## src/hw/rtl/vbc_pkg.sv

```systemverilog
// ----------------------------------------------------------------------------
// vbc_pkg - shared types and microcode for the breath cycle controller
// Control word layout, sequencer step codes, jump conditions, and the
// structs that pass between sequencer, datapath and top level.
// ----------------------------------------------------------------------------
`timescale 1ns / 1ps
`default_nettype none

package vbc_pkg;

	// Sequencer steps
	localparam int unsigned STEP_W = 3;
	typedef logic [STEP_W-1:0] step_t;

	localparam step_t STEP_WAIT   = 3'd0;
	localparam step_t STEP_CONV   = 3'd1;
	localparam step_t STEP_START  = 3'd2;
	localparam step_t STEP_DIV    = 3'd3;
	localparam step_t STEP_LEN    = 3'd4;
	localparam step_t STEP_INSP   = 3'd5;
	localparam step_t STEP_FINISH = 3'd6;
	localparam step_t STEP_EMIT   = 3'd7;

	// Jump conditions
	typedef logic [2:0] cond_t;

	localparam cond_t COND_NONE     = 3'd0;
	localparam cond_t COND_NO_IN    = 3'd1;
	localparam cond_t COND_RUNNING  = 3'd2;
	localparam cond_t COND_DIV_MORE = 3'd3;
	localparam cond_t COND_OUT_BUSY = 3'd4;

	// Register indexes of the configuration port
	typedef logic [2:0] cfg_index_t;

	localparam cfg_index_t CFG_RATE      = 3'd0;
	localparam cfg_index_t CFG_OPENING   = 3'd1;
	localparam cfg_index_t CFG_PEAK_LIM  = 3'd2;
	localparam cfg_index_t CFG_PLAT_LIM  = 3'd3;
	localparam cfg_index_t CFG_PEP_MIN   = 3'd4;
	localparam cfg_index_t CFG_EXP_ANGLE = 3'd5;

	typedef struct packed {
		logic  take;     // input transfer allowed in this step
		logic  conv;     // pressure conversion multiply
		logic  start;    // cycle start: latch settings, clear captures, close valves, arm divider
		logic  div;      // one restoring divide step
		logic  ld_len;   // load cycle length, multiply for the third
		logic  ld_insp;  // load inspiration length
		logic  finish;   // sign-correct pressure, advance tick count
		logic  emit;     // phase decision, state update, result load
		cond_t cond;
		step_t target;
	} ctrl_word_t;

	typedef struct packed {
		logic in_fire;
		logic running;
		logic div_more;
		logic out_busy;
	} seq_status_t;

	typedef struct packed {
		logic running;
		logic div_more;
	} dp_flags_t;

	typedef struct packed {
		logic [5:0] rate;
		logic [5:0] opening;
		logic [6:0] peak_lim;
		logic [4:0] plat_lim;
		logic [4:0] pep_min;
		logic [7:0] exp_angle;
	} cfg_t;

	typedef struct packed {
		logic signed [10:0] pressure;
		logic [1:0]         phase;
		logic [7:0]         blower_angle;
		logic               blower_update;
		logic [7:0]         patient_angle;
		logic               patient_update;
		logic signed [10:0] peak;
		logic signed [10:0] plateau;
		logic signed [10:0] pep;
		logic [10:0]        tick;
		logic               cycle_end;
	} result_t;

	// Control store: one word per step
	function automatic ctrl_word_t ucode_rom(input step_t step);
		ctrl_word_t w;
		w = '0;
		unique case (step)
			STEP_WAIT: begin
				w.take   = 1'b1;
				w.cond   = COND_NO_IN;
				w.target = STEP_WAIT;
			end
			STEP_CONV: begin
				w.conv   = 1'b1;
				w.cond   = COND_RUNNING;
				w.target = STEP_FINISH;
			end
			STEP_START: begin
				w.start = 1'b1;
			end
			STEP_DIV: begin
				w.div    = 1'b1;
				w.cond   = COND_DIV_MORE;
				w.target = STEP_DIV;
			end
			STEP_LEN: begin
				w.ld_len = 1'b1;
			end
			STEP_INSP: begin
				w.ld_insp = 1'b1;
			end
			STEP_FINISH: begin
				w.finish = 1'b1;
			end
			STEP_EMIT: begin
				w.emit   = 1'b1;
				w.cond   = COND_OUT_BUSY;
				w.target = STEP_EMIT;
			end
		endcase
		return w;
	endfunction

endpackage

`default_nettype wire

```

## src/hw/rtl/ventilator_breath_cycle_controller_top.sv

```systemverilog
// ----------------------------------------------------------------------------
// ventilator_breath_cycle_controller_top - breath cycle controller
// Stream in raw pressure ticks, stream out phase, valve angles and captures.
// ----------------------------------------------------------------------------
// Each input transfer is one 10 ms tick carrying a 10-bit pressure ADC
// reading; each tick yields exactly one result transfer with the converted
// pressure in cmH2O, the breathing phase (in tuser), the blower and patient
// valve angles with their change flags, the peak, plateau and PEP captures
// and the tick index, with tlast marking the final tick of a breathing
// cycle. After an input transfer the microcoded sequencer runs the
// conversion, finish and emit steps, then is ready for input again; the
// result register loads in the emit step and the next tick can be taken
// while that result waits. The first tick of a breathing cycle adds the
// start step and the 13-step restoring divide of 6000 by the breath rate.
// Configuration writes take effect on the next clock; rate, blower
// opening, plateau limit and PEP minimum are sampled at each cycle start,
// while the peak limit and expiration angle act on the next tick.
// ----------------------------------------------------------------------------
`timescale 1ns / 1ps
`default_nettype none

module ventilator_breath_cycle_controller_top (
	input  wire         clk,
	input  wire         arst_n,
	// configuration write port
	input  wire         cfg_wen,
	input  wire  [2:0]  cfg_index,
	input  wire  [7:0]  cfg_wdata,
	// input stream
	input  wire         s_axis_tvalid,
	output logic        s_axis_tready,
	input  wire  [15:0] s_axis_tdata,  // [9:0] pressure_sample
	// output stream
	output logic        m_axis_tvalid,
	input  wire         m_axis_tready,
	// [10:0] pressure, [18:11] blower_angle, [19] blower_update,
	// [27:20] patient_angle, [28] patient_update, [39:29] peak_capture,
	// [50:40] plateau_capture, [61:51] pep_capture, [72:62] tick_index
	output logic [79:0] m_axis_tdata,
	output logic [1:0]  m_axis_tuser,  // [1:0] phase
	output logic        m_axis_tlast   // cycle_end
);
	import vbc_pkg::*;

	// register reset values
	localparam logic [5:0] RST_RATE      = 6'd20;
	localparam logic [5:0] RST_OPENING   = 6'd45;
	localparam logic [6:0] RST_PEAK_LIM  = 7'd60;
	localparam logic [4:0] RST_PLAT_LIM  = 5'd30;
	localparam logic [4:0] RST_PEP_MIN   = 5'd5;
	localparam logic [7:0] RST_EXP_ANGLE = 8'd45;

	cfg_t        cfg_q;
	ctrl_word_t  cw;
	seq_status_t status;
	dp_flags_t   flags;
	result_t     res;
	logic        out_valid_q;
	logic        in_fire;
	logic        emit_en;

	// Configuration registers; writes to unused indexes are dropped
	always_ff @(posedge clk or negedge arst_n) begin
		if (!arst_n) begin
			cfg_q.rate      <= RST_RATE;
			cfg_q.opening   <= RST_OPENING;
			cfg_q.peak_lim  <= RST_PEAK_LIM;
			cfg_q.plat_lim  <= RST_PLAT_LIM;
			cfg_q.pep_min   <= RST_PEP_MIN;
			cfg_q.exp_angle <= RST_EXP_ANGLE;
		end else if (cfg_wen) begin
			unique case (cfg_index)
				CFG_RATE:      cfg_q.rate      <= cfg_wdata[5:0];
				CFG_OPENING:   cfg_q.opening   <= cfg_wdata[5:0];
				CFG_PEAK_LIM:  cfg_q.peak_lim  <= cfg_wdata[6:0];
				CFG_PLAT_LIM:  cfg_q.plat_lim  <= cfg_wdata[4:0];
				CFG_PEP_MIN:   cfg_q.pep_min   <= cfg_wdata[4:0];
				CFG_EXP_ANGLE: cfg_q.exp_angle <= cfg_wdata;
				default: ;
			endcase
		end
	end

	// Input is taken only in the wait step of the program
	assign s_axis_tready = cw.take;
	assign in_fire       = s_axis_tvalid && cw.take;

	// Hold the emit step until the result register is free
	assign emit_en = cw.emit && !out_valid_q;

	assign status.in_fire  = in_fire;
	assign status.running  = flags.running;
	assign status.div_more = flags.div_more;
	assign status.out_busy = out_valid_q;

	vbc_sequencer u_seq (
		.clk    (clk),
		.arst_n (arst_n),
		.status (status),
		.cw     (cw)
	);

	vbc_datapath u_dp (
		.clk     (clk),
		.arst_n  (arst_n),
		.cw      (cw),
		.in_fire (in_fire),
		.sample  (s_axis_tdata[9:0]),
		.emit_en (emit_en),
		.cfg     (cfg_q),
		.flags   (flags),
		.res     (res)
	);

	// Result register valid: set on load, drop on output transfer
	always_ff @(posedge clk or negedge arst_n) begin
		if (!arst_n) begin
			out_valid_q <= 1'b0;
		end else if (emit_en) begin
			out_valid_q <= 1'b1;
		end else if (m_axis_tready) begin
			out_valid_q <= 1'b0;
		end
	end

	assign m_axis_tvalid = out_valid_q;
	assign m_axis_tdata  = {7'b0, res.tick, res.pep, res.plateau, res.peak,
	                        res.patient_update, res.patient_angle,
	                        res.blower_update, res.blower_angle, res.pressure};
	assign m_axis_tuser  = res.phase;
	assign m_axis_tlast  = res.cycle_end;

endmodule

`default_nettype wire

```

## src/hw/rtl/vbc_sequencer.sv

```systemverilog
// ----------------------------------------------------------------------------
// vbc_sequencer - step counter and control store
// Fetches one control word per step and resolves conditional jumps.
// ----------------------------------------------------------------------------
`timescale 1ns / 1ps
`default_nettype none

module vbc_sequencer (
	input  wire                      clk,
	input  wire                      arst_n,
	input  wire vbc_pkg::seq_status_t status,
	output vbc_pkg::ctrl_word_t      cw
);
	import vbc_pkg::*;

	step_t step_q;
	step_t step_d;
	logic  jump;

	assign cw = ucode_rom(step_q);

	always_comb begin
		unique case (cw.cond)
			COND_NONE:     jump = 1'b0;
			COND_NO_IN:    jump = !status.in_fire;
			COND_RUNNING:  jump = status.running;
			COND_DIV_MORE: jump = status.div_more;
			COND_OUT_BUSY: jump = status.out_busy;
			default:       jump = 1'b0;
		endcase
		// fall through wraps from the last step back to the wait step
		step_d = jump ? cw.target : step_t'(step_q + 1'b1);
	end

	always_ff @(posedge clk or negedge arst_n) begin
		if (!arst_n) begin
			step_q <= STEP_WAIT;
		end else begin
			step_q <= step_d;
		end
	end

	// The divide loop is entered only from the cycle start step
	a_div_entry: assert property (@(posedge clk) disable iff (!arst_n)
		(step_q == STEP_DIV) |->
		($past(step_q) == STEP_START || $past(step_q) == STEP_DIV))
		else $error("divide step entered out of sequence");

	// Input is taken only in the wait step, and a transfer always moves on
	a_take_advance: assert property (@(posedge clk) disable iff (!arst_n)
		(status.in_fire && step_q == STEP_WAIT) |=> (step_q == STEP_CONV))
		else $error("accepted tick did not start conversion");

endmodule

`default_nettype wire

```

## src/hw/rtl/vbc_datapath.sv

```systemverilog
// ----------------------------------------------------------------------------
// vbc_datapath - pressure conversion, cycle timing and valve control
// Holds the breath state and result register; every action is gated by
// the control word from the sequencer.
// ----------------------------------------------------------------------------
`timescale 1ns / 1ps
`default_nettype none

module vbc_datapath (
	input  wire                      clk,
	input  wire                      arst_n,
	input  wire vbc_pkg::ctrl_word_t cw,
	input  wire                      in_fire,
	input  wire  [9:0]               sample,
	input  wire                      emit_en,
	input  wire vbc_pkg::cfg_t       cfg,
	output vbc_pkg::dp_flags_t       flags,
	output vbc_pkg::result_t         res
);
	import vbc_pkg::*;

	localparam logic [1:0] PH_PUSH     = 2'd0;
	localparam logic [1:0] PH_HOLD     = 2'd1;
	localparam logic [1:0] PH_EXP      = 2'd2;
	localparam logic [1:0] PH_EXP_HOLD = 2'd3;

	localparam logic signed [10:0] ADC_OFFSET = 11'sd194;
	// ceil(2^20 / 17) and ceil(2^17 / 3): exact over the operand ranges used
	localparam logic [15:0] RECIP17 = 16'd61681;
	localparam logic [15:0] RECIP3  = 16'd43691;
	localparam logic [12:0] TICKS_PER_MIN = 13'd6000;
	localparam logic [3:0]  DIV_STEPS = 4'd13;
	localparam logic [5:0]  RATE_MIN = 6'd5;
	localparam logic [5:0]  RATE_MAX = 6'd35;
	localparam logic [7:0]  POS_CLOSED = 8'd90;
	localparam logic signed [9:0] A_CLOSED = 10'sd90;
	localparam logic signed [9:0] A_OPEN   = 10'sd135;
	localparam logic signed [9:0] A_MAX    = 10'sd180;
	localparam logic signed [10:0] CAPTURE_NONE = -11'sd1;

	logic [9:0]         sample_q;
	logic               neg_q;
	logic [30:0]        prod_q;
	logic signed [10:0] p_q;
	logic [10:0]        tick_q;
	logic [10:0]        len_q;
	logic [8:0]         insp_q;
	logic signed [10:0] peak_q;
	logic signed [10:0] plat_q;
	logic signed [10:0] pep_q;
	logic [7:0]         blow_q;
	logic [7:0]         pat_q;
	logic [5:0]         lat_open_q;
	logic [4:0]         lat_plat_q;
	logic [4:0]         lat_pep_q;
	logic [6:0]         rem_q;
	logic [12:0]        quo_q;
	logic [5:0]         den_q;
	logic [3:0]         cnt_q;
	logic [26:0]        m3_q;
	result_t            res_q;

	function automatic logic [7:0] sat_angle(input logic signed [9:0] a);
		logic [7:0] r;
		priority if (a < 10'sd0) begin
			r = 8'd0;
		end else if (a > A_MAX) begin
			r = 8'd180;
		end else begin
			r = a[7:0];
		end
		return r;
	endfunction

	// Conversion: trunc((adc - 194) * 20 / 17) as sign and magnitude
	logic signed [10:0] diff;
	logic               diff_neg;
	logic [9:0]         mag;
	logic [14:0]        mag20;
	logic [30:0]        prod_d;
	logic [9:0]         q_mag;
	logic signed [10:0] p_d;

	assign diff     = $signed({1'b0, sample_q}) - ADC_OFFSET;
	assign diff_neg = diff[10];
	assign mag      = diff_neg ? 10'(-diff) : diff[9:0];
	assign mag20    = 15'({mag, 4'b0}) + 15'({mag, 2'b0});
	assign prod_d   = 31'(mag20) * 31'(RECIP17);
	assign q_mag    = prod_q[29:20];
	assign p_d      = neg_q ? -$signed({1'b0, q_mag}) : $signed({1'b0, q_mag});

	// Restoring divider, one quotient bit per step
	logic [7:0] trial;
	logic       fits;
	logic [6:0] rem_d;
	logic [5:0] rate_sat;

	assign trial = {rem_q, quo_q[12]};
	assign fits  = trial >= {2'b0, den_q};
	assign rem_d = fits ? 7'(trial - {2'b0, den_q}) : trial[6:0];

	always_comb begin
		priority if (cfg.rate < RATE_MIN) begin
			rate_sat = RATE_MIN;
		end else if (cfg.rate > RATE_MAX) begin
			rate_sat = RATE_MAX;
		end else begin
			rate_sat = cfg.rate;
		end
	end

	assign flags.running  = (tick_q != 11'd0);
	assign flags.div_more = (cnt_q != 4'd1);

	// Phase decision and safety overrides
	logic [1:0]         phase;
	logic signed [9:0]  blow_w;
	logic signed [9:0]  pat_w;
	logic signed [10:0] peak_n;
	logic signed [10:0] plat_n;
	logic signed [10:0] pep_n;
	logic [7:0]         blow_s;
	logic [7:0]         pat_s;
	logic               last;

	always_comb begin
		peak_n = peak_q;
		plat_n = plat_q;
		pep_n  = pep_q;
		if (tick_q <= 11'(insp_q)) begin
			if (p_q >= peak_q) begin
				phase  = PH_PUSH;
				peak_n = p_q;
				blow_w = A_CLOSED - $signed({4'b0, lat_open_q});
				pat_w  = A_OPEN;
			end else begin
				phase  = PH_HOLD;
				plat_n = p_q;
				blow_w = A_OPEN;
				pat_w  = A_CLOSED;
			end
		end else begin
			phase  = PH_EXP;
			pep_n  = p_q;
			blow_w = A_OPEN;
			pat_w  = $signed({2'b0, cfg.exp_angle});
		end
		// peak limit: step the blower closed
		if (p_q > $signed({4'b0, cfg.peak_lim})) begin
			blow_w = $signed({2'b0, blow_q}) - 10'sd2;
		end
		// plateau limit: open the patient valve one degree
		if (phase == PH_HOLD && p_q > $signed({6'b0, lat_plat_q})) begin
			pat_w = $signed({2'b0, pat_q}) + 10'sd1;
		end
		// below PEP minimum: close the patient valve, hold expiration
		if (p_q < $signed({6'b0, lat_pep_q})) begin
			pat_w = A_CLOSED;
			phase = PH_EXP_HOLD;
		end
		blow_s = sat_angle(blow_w);
		pat_s  = sat_angle(pat_w);
		last   = (tick_q >= len_q);
	end

	always_ff @(posedge clk) begin
		if (in_fire) begin
			sample_q <= sample;
		end
		if (cw.conv) begin
			neg_q  <= diff_neg;
			prod_q <= prod_d;
		end
		if (cw.ld_len) begin
			m3_q <= 27'(quo_q[10:0]) * 27'(RECIP3);
		end
	end

	always_ff @(posedge clk or negedge arst_n) begin
		if (!arst_n) begin
			p_q        <= '0;
			tick_q     <= '0;
			len_q      <= '0;
			insp_q     <= '0;
			peak_q     <= CAPTURE_NONE;
			plat_q     <= CAPTURE_NONE;
			pep_q      <= CAPTURE_NONE;
			blow_q     <= POS_CLOSED;
			pat_q      <= POS_CLOSED;
			lat_open_q <= '0;
			lat_plat_q <= '0;
			lat_pep_q  <= '0;
			rem_q      <= '0;
			quo_q      <= '0;
			den_q      <= '0;
			cnt_q      <= '0;
		end else begin
			if (cw.start) begin
				lat_open_q <= cfg.opening;
				lat_plat_q <= cfg.plat_lim;
				lat_pep_q  <= cfg.pep_min;
				peak_q     <= CAPTURE_NONE;
				plat_q     <= CAPTURE_NONE;
				pep_q      <= CAPTURE_NONE;
				blow_q     <= POS_CLOSED;
				pat_q      <= POS_CLOSED;
				den_q      <= rate_sat;
				rem_q      <= '0;
				quo_q      <= TICKS_PER_MIN;
				cnt_q      <= DIV_STEPS;
			end
			if (cw.div) begin
				rem_q <= rem_d;
				quo_q <= {quo_q[11:0], fits};
				cnt_q <= cnt_q - 4'd1;
			end
			if (cw.ld_len) begin
				len_q <= quo_q[10:0];
			end
			if (cw.ld_insp) begin
				insp_q <= m3_q[25:17];
			end
			if (cw.finish) begin
				p_q    <= p_d;
				tick_q <= tick_q + 11'd1;
			end
			if (emit_en) begin
				peak_q <= peak_n;
				plat_q <= plat_n;
				pep_q  <= pep_n;
				blow_q <= blow_s;
				pat_q  <= pat_s;
				if (last) begin
					tick_q <= '0;
				end
			end
		end
	end

	always_ff @(posedge clk) begin
		if (emit_en) begin
			res_q.pressure       <= p_q;
			res_q.phase          <= phase;
			res_q.blower_angle   <= blow_s;
			res_q.blower_update  <= (blow_s != blow_q);
			res_q.patient_angle  <= pat_s;
			res_q.patient_update <= (pat_s != pat_q);
			res_q.peak           <= peak_n;
			res_q.plateau        <= plat_n;
			res_q.pep            <= pep_n;
			res_q.tick           <= tick_q;
			res_q.cycle_end      <= last;
		end
	end

	assign res = res_q;

	// A result is never produced outside the current cycle
	a_tick_in_cycle: assert property (@(posedge clk) disable iff (!arst_n)
		emit_en |-> (tick_q != 11'd0 && tick_q <= len_q))
		else $error("tick index outside breathing cycle");

	// Inspiration is the floor of one third of the cycle
	a_insp_third: assert property (@(posedge clk) disable iff (!arst_n)
		emit_en |-> (12'(insp_q) * 12'd3 <= 12'(len_q) &&
		             12'(len_q) < 12'(insp_q) * 12'd3 + 12'd3))
		else $error("inspiration length is not a third of cycle length");

endmodule

`default_nettype wire

```

## config.mk

```make
export PLATFORM = sky130hd
export DESIGN_NAME = ventilator_breath_cycle_controller_top
export DESIGN_NICKNAME = d
export VERILOG_FILES = /design/src/hw/rtl/vbc_pkg.sv /design/src/hw/rtl/ventilator_breath_cycle_controller_top.sv /design/src/hw/rtl/vbc_sequencer.sv /design/src/hw/rtl/vbc_datapath.sv
export SDC_FILE = /design/constraint.sdc
export NUM_CORES = 1
export LEC_CHECK = 0
export ABC_AREA = 1
export BUFFER_PORTS_ARGS = -buffer_cell sky130_fd_sc_hd__buf_2
export CAP_MARGIN = 20
export CORE_MARGIN = 2
export CORE_UTILIZATION = 50
export DETAILED_ROUTE_END_ITERATION = 6
export PLACE_DENSITY = 0.74
export SLEW_MARGIN = 20
export SYNTH_ARGS = -nofsm -noshare
export SYNTH_HDL_FRONTEND = slang
export SYNTH_HIERARCHICAL = 1
export SYNTH_SLANG_ARGS = --single-unit
```

## constraint.sdc

```tcl
create_clock -name clk -period 22 [get_ports clk]
set_input_delay 2.2 -clock clk [delete_from_list [all_inputs] [get_ports clk]]
set_output_delay 2.2 -clock clk [all_outputs]
set_load 0.05 [all_outputs]
```

==> results_dict.tcl <==
set metrics [dict create \
    met3_usage_pct 2.90 \
    crit_cells 35 \
    start_util_pct 50.6 \
    hp-start "u_dp/m3_q[22]$_DFFE_PP_" \
    tightest_slew_ns 0.944 \
    dp_hpwl_um 32200 \
    postSynthCellCount 2214 \
    die_h_um 204 \
    hold_end "u_dp/insp_q[5]$_DFFE_PN0P_" \
    clockRootBuffer "clkbuf_16" \
    hp-class "flop to flop" \
    grt_setup_unrepaired "false" \
    dp_cells 2810 \
    min_delay_path_depth 2 \
    max_freq_mhz 121 \
    startpoint "u_dp/sample_q[3]$_DFFE_PP_" \
    top_usage_layer "met2" \
    grt_pass1_vias 14500 \
    crit_required_ns 22.31 \
    final_cells 2869 \
    final_layout_size_suffix_gt1_share_pct 12.3 \
    critPathMaxFanout 7 \
    postRouteAntennaNets 0 \
    cp_common_cell "fa_1" \
    groute.usage.overall_pct 20.7 \
    ioPinCount 117 \
    start_kind "flop" \
    grt.overflow.total 0 \
    htreeDepth 1 \
    clk-insertion-delay-late_ns 0.60 \
    num-nets-final 2685 \
    r2r_cells 35 \
    clock_path_buffers 3 \
    r2r_slack_ns 13.73 \
    grt_max_degree 77 \
    r2r-start "u_dp/sample_q[3]$_DFFE_PP_" \
    layout_commonest_cell "nand2_1" \
    layout_min_cycle_time_ns 8.27 \
    numPortBuffers 103 \
    fp.dieArea_um2 41700 \
    crit_type "flop to flop" \
    final.setup.tns_ns 0 \
    std_cell_rows 73 \
    final_cell_mix "nand2_1, inv_1, ha_1" \
    hold_buffers 0 \
    core_area_um2 39600 \
    skew_ns 0.0314 \
    syn_area_per_cell_um2 9.06 \
    post_cts_buffers 0 \
    cts_tree "built" \
    slew_violations 0 \
    drt-pass1-iter-count 7 \
    antenna_found_initial 1 \
    drt_iter0_markers 781 \
    period_share_pct 37.6 \
    r2r-end "u_dp/prod_q[27]$_DFFE_PP_" \
    post-route-drc-count 0 \
    grt_pass1_wl_um 70700 \
    crit_family "adder cells" \
    path_buf_inv 3 \
    synth_warnings 6 \
    grt.met1_usage_pct 27.8 \
    cts_buffers 31 \
    slew_headroom_pct 37.1 \
    crit_path_top_delay_cell "o21ai_0" \
    place_congestion 0.925 \
    status "finished, final reports clean" \
    vias 14800 \
    routed_via_density 5.15 \
    areaGrowthSynthToFinish_pct 10.5 \
    gr-usage-met2_pct 35.0 \
    syn_area_um2 20100 \
    setup_violations 0 \
    cap_violations 0 \
    totalWireLength_um 41800 \
    slowest_delay_ns 0.70 \
    cp.arrival_ns 8.58 \
    wire_per_inst_um 14.6 \
    finalHoldViolations 0 \
    clock-sinks 284 \
    clk_pin_slew_ns 0.06 \
    critPathCaptureType "flop" \
    chipWidth_um 204 \
    cts_resized 0 \
]
## area by class of cell
cell class | count | area (µm²)
clock inverters | 17 | 220
well taps | 525 | 657
repair buffers | 109 | 567
diodes | 1 | 2.50
clock buffers | 41 | 856
inverters | 430 | 1620
flip-flops and latches | 284 | 7710
multi-input cells | 1462 | 10500
fillers | 3408 | 17500
## how the worst max path moves through the flow
stage | to | slack (ns)
CTS | u_dp/prod_q[27]$_DFFE_PP_ | 13.64
global route | u_dp/prod_q[27]$_DFFE_PP_ | 12.92
detailed placement | u_dp/prod_q[27]$_DFFE_PP_ | 13.68
global placement | u_dp/prod_q[27]$_DFFE_PP_ | 13.80
floorplan | u_dp/prod_q[27]$_DFFE_PP_ | 14.36
finish | u_dp/prod_q[27]$_DFFE_PP_ | 13.73
## state kept, by name, summed over array words and instances, names as in the netlist, 11 cells and up
register and count:
u_dp/pep_q 11, cfg_q 37, u_dp/res 76, u_dp/len_q 11, u_dp/quo_q 13, u_dp/peak_q 11, u_dp/tick_q 11, u_dp/p_q 11
u_dp/plat_q 11
## worst min-delay path, stage by stage (launching register included)
cell      delay (ns)
edfxtp_1        0.32
nand2_1         0.05
o21ai_0         0.06
## per-layer routing
layer	wire length, µm	part of all wire (%)
met3	2030	4.9
met2	19800	47
met1	18800	45
met4	1060	2.5
met5	0	0
## stage by stage
step | cell area, µm² | hold slack, ns | util, % | setup WS (ns)
floorplan | 20100 | 0.425 | - | 14.36
global placement | 21100 | 0.432 | 53.2 | 13.80
detailed placement | 21100 | 0.439 | 53.2 | 13.68
CTS | 22200 | 0.454 | 55.9 | 13.64
global route | 22200 | 0.458 | 55.9 | 12.92
finish | 22200 | 0.455 | 55.9 | 13.73
Power is left out: the tool's default activity adds up to more than one toggle a clock period on the data nets, which glitch-free logic cannot reach.
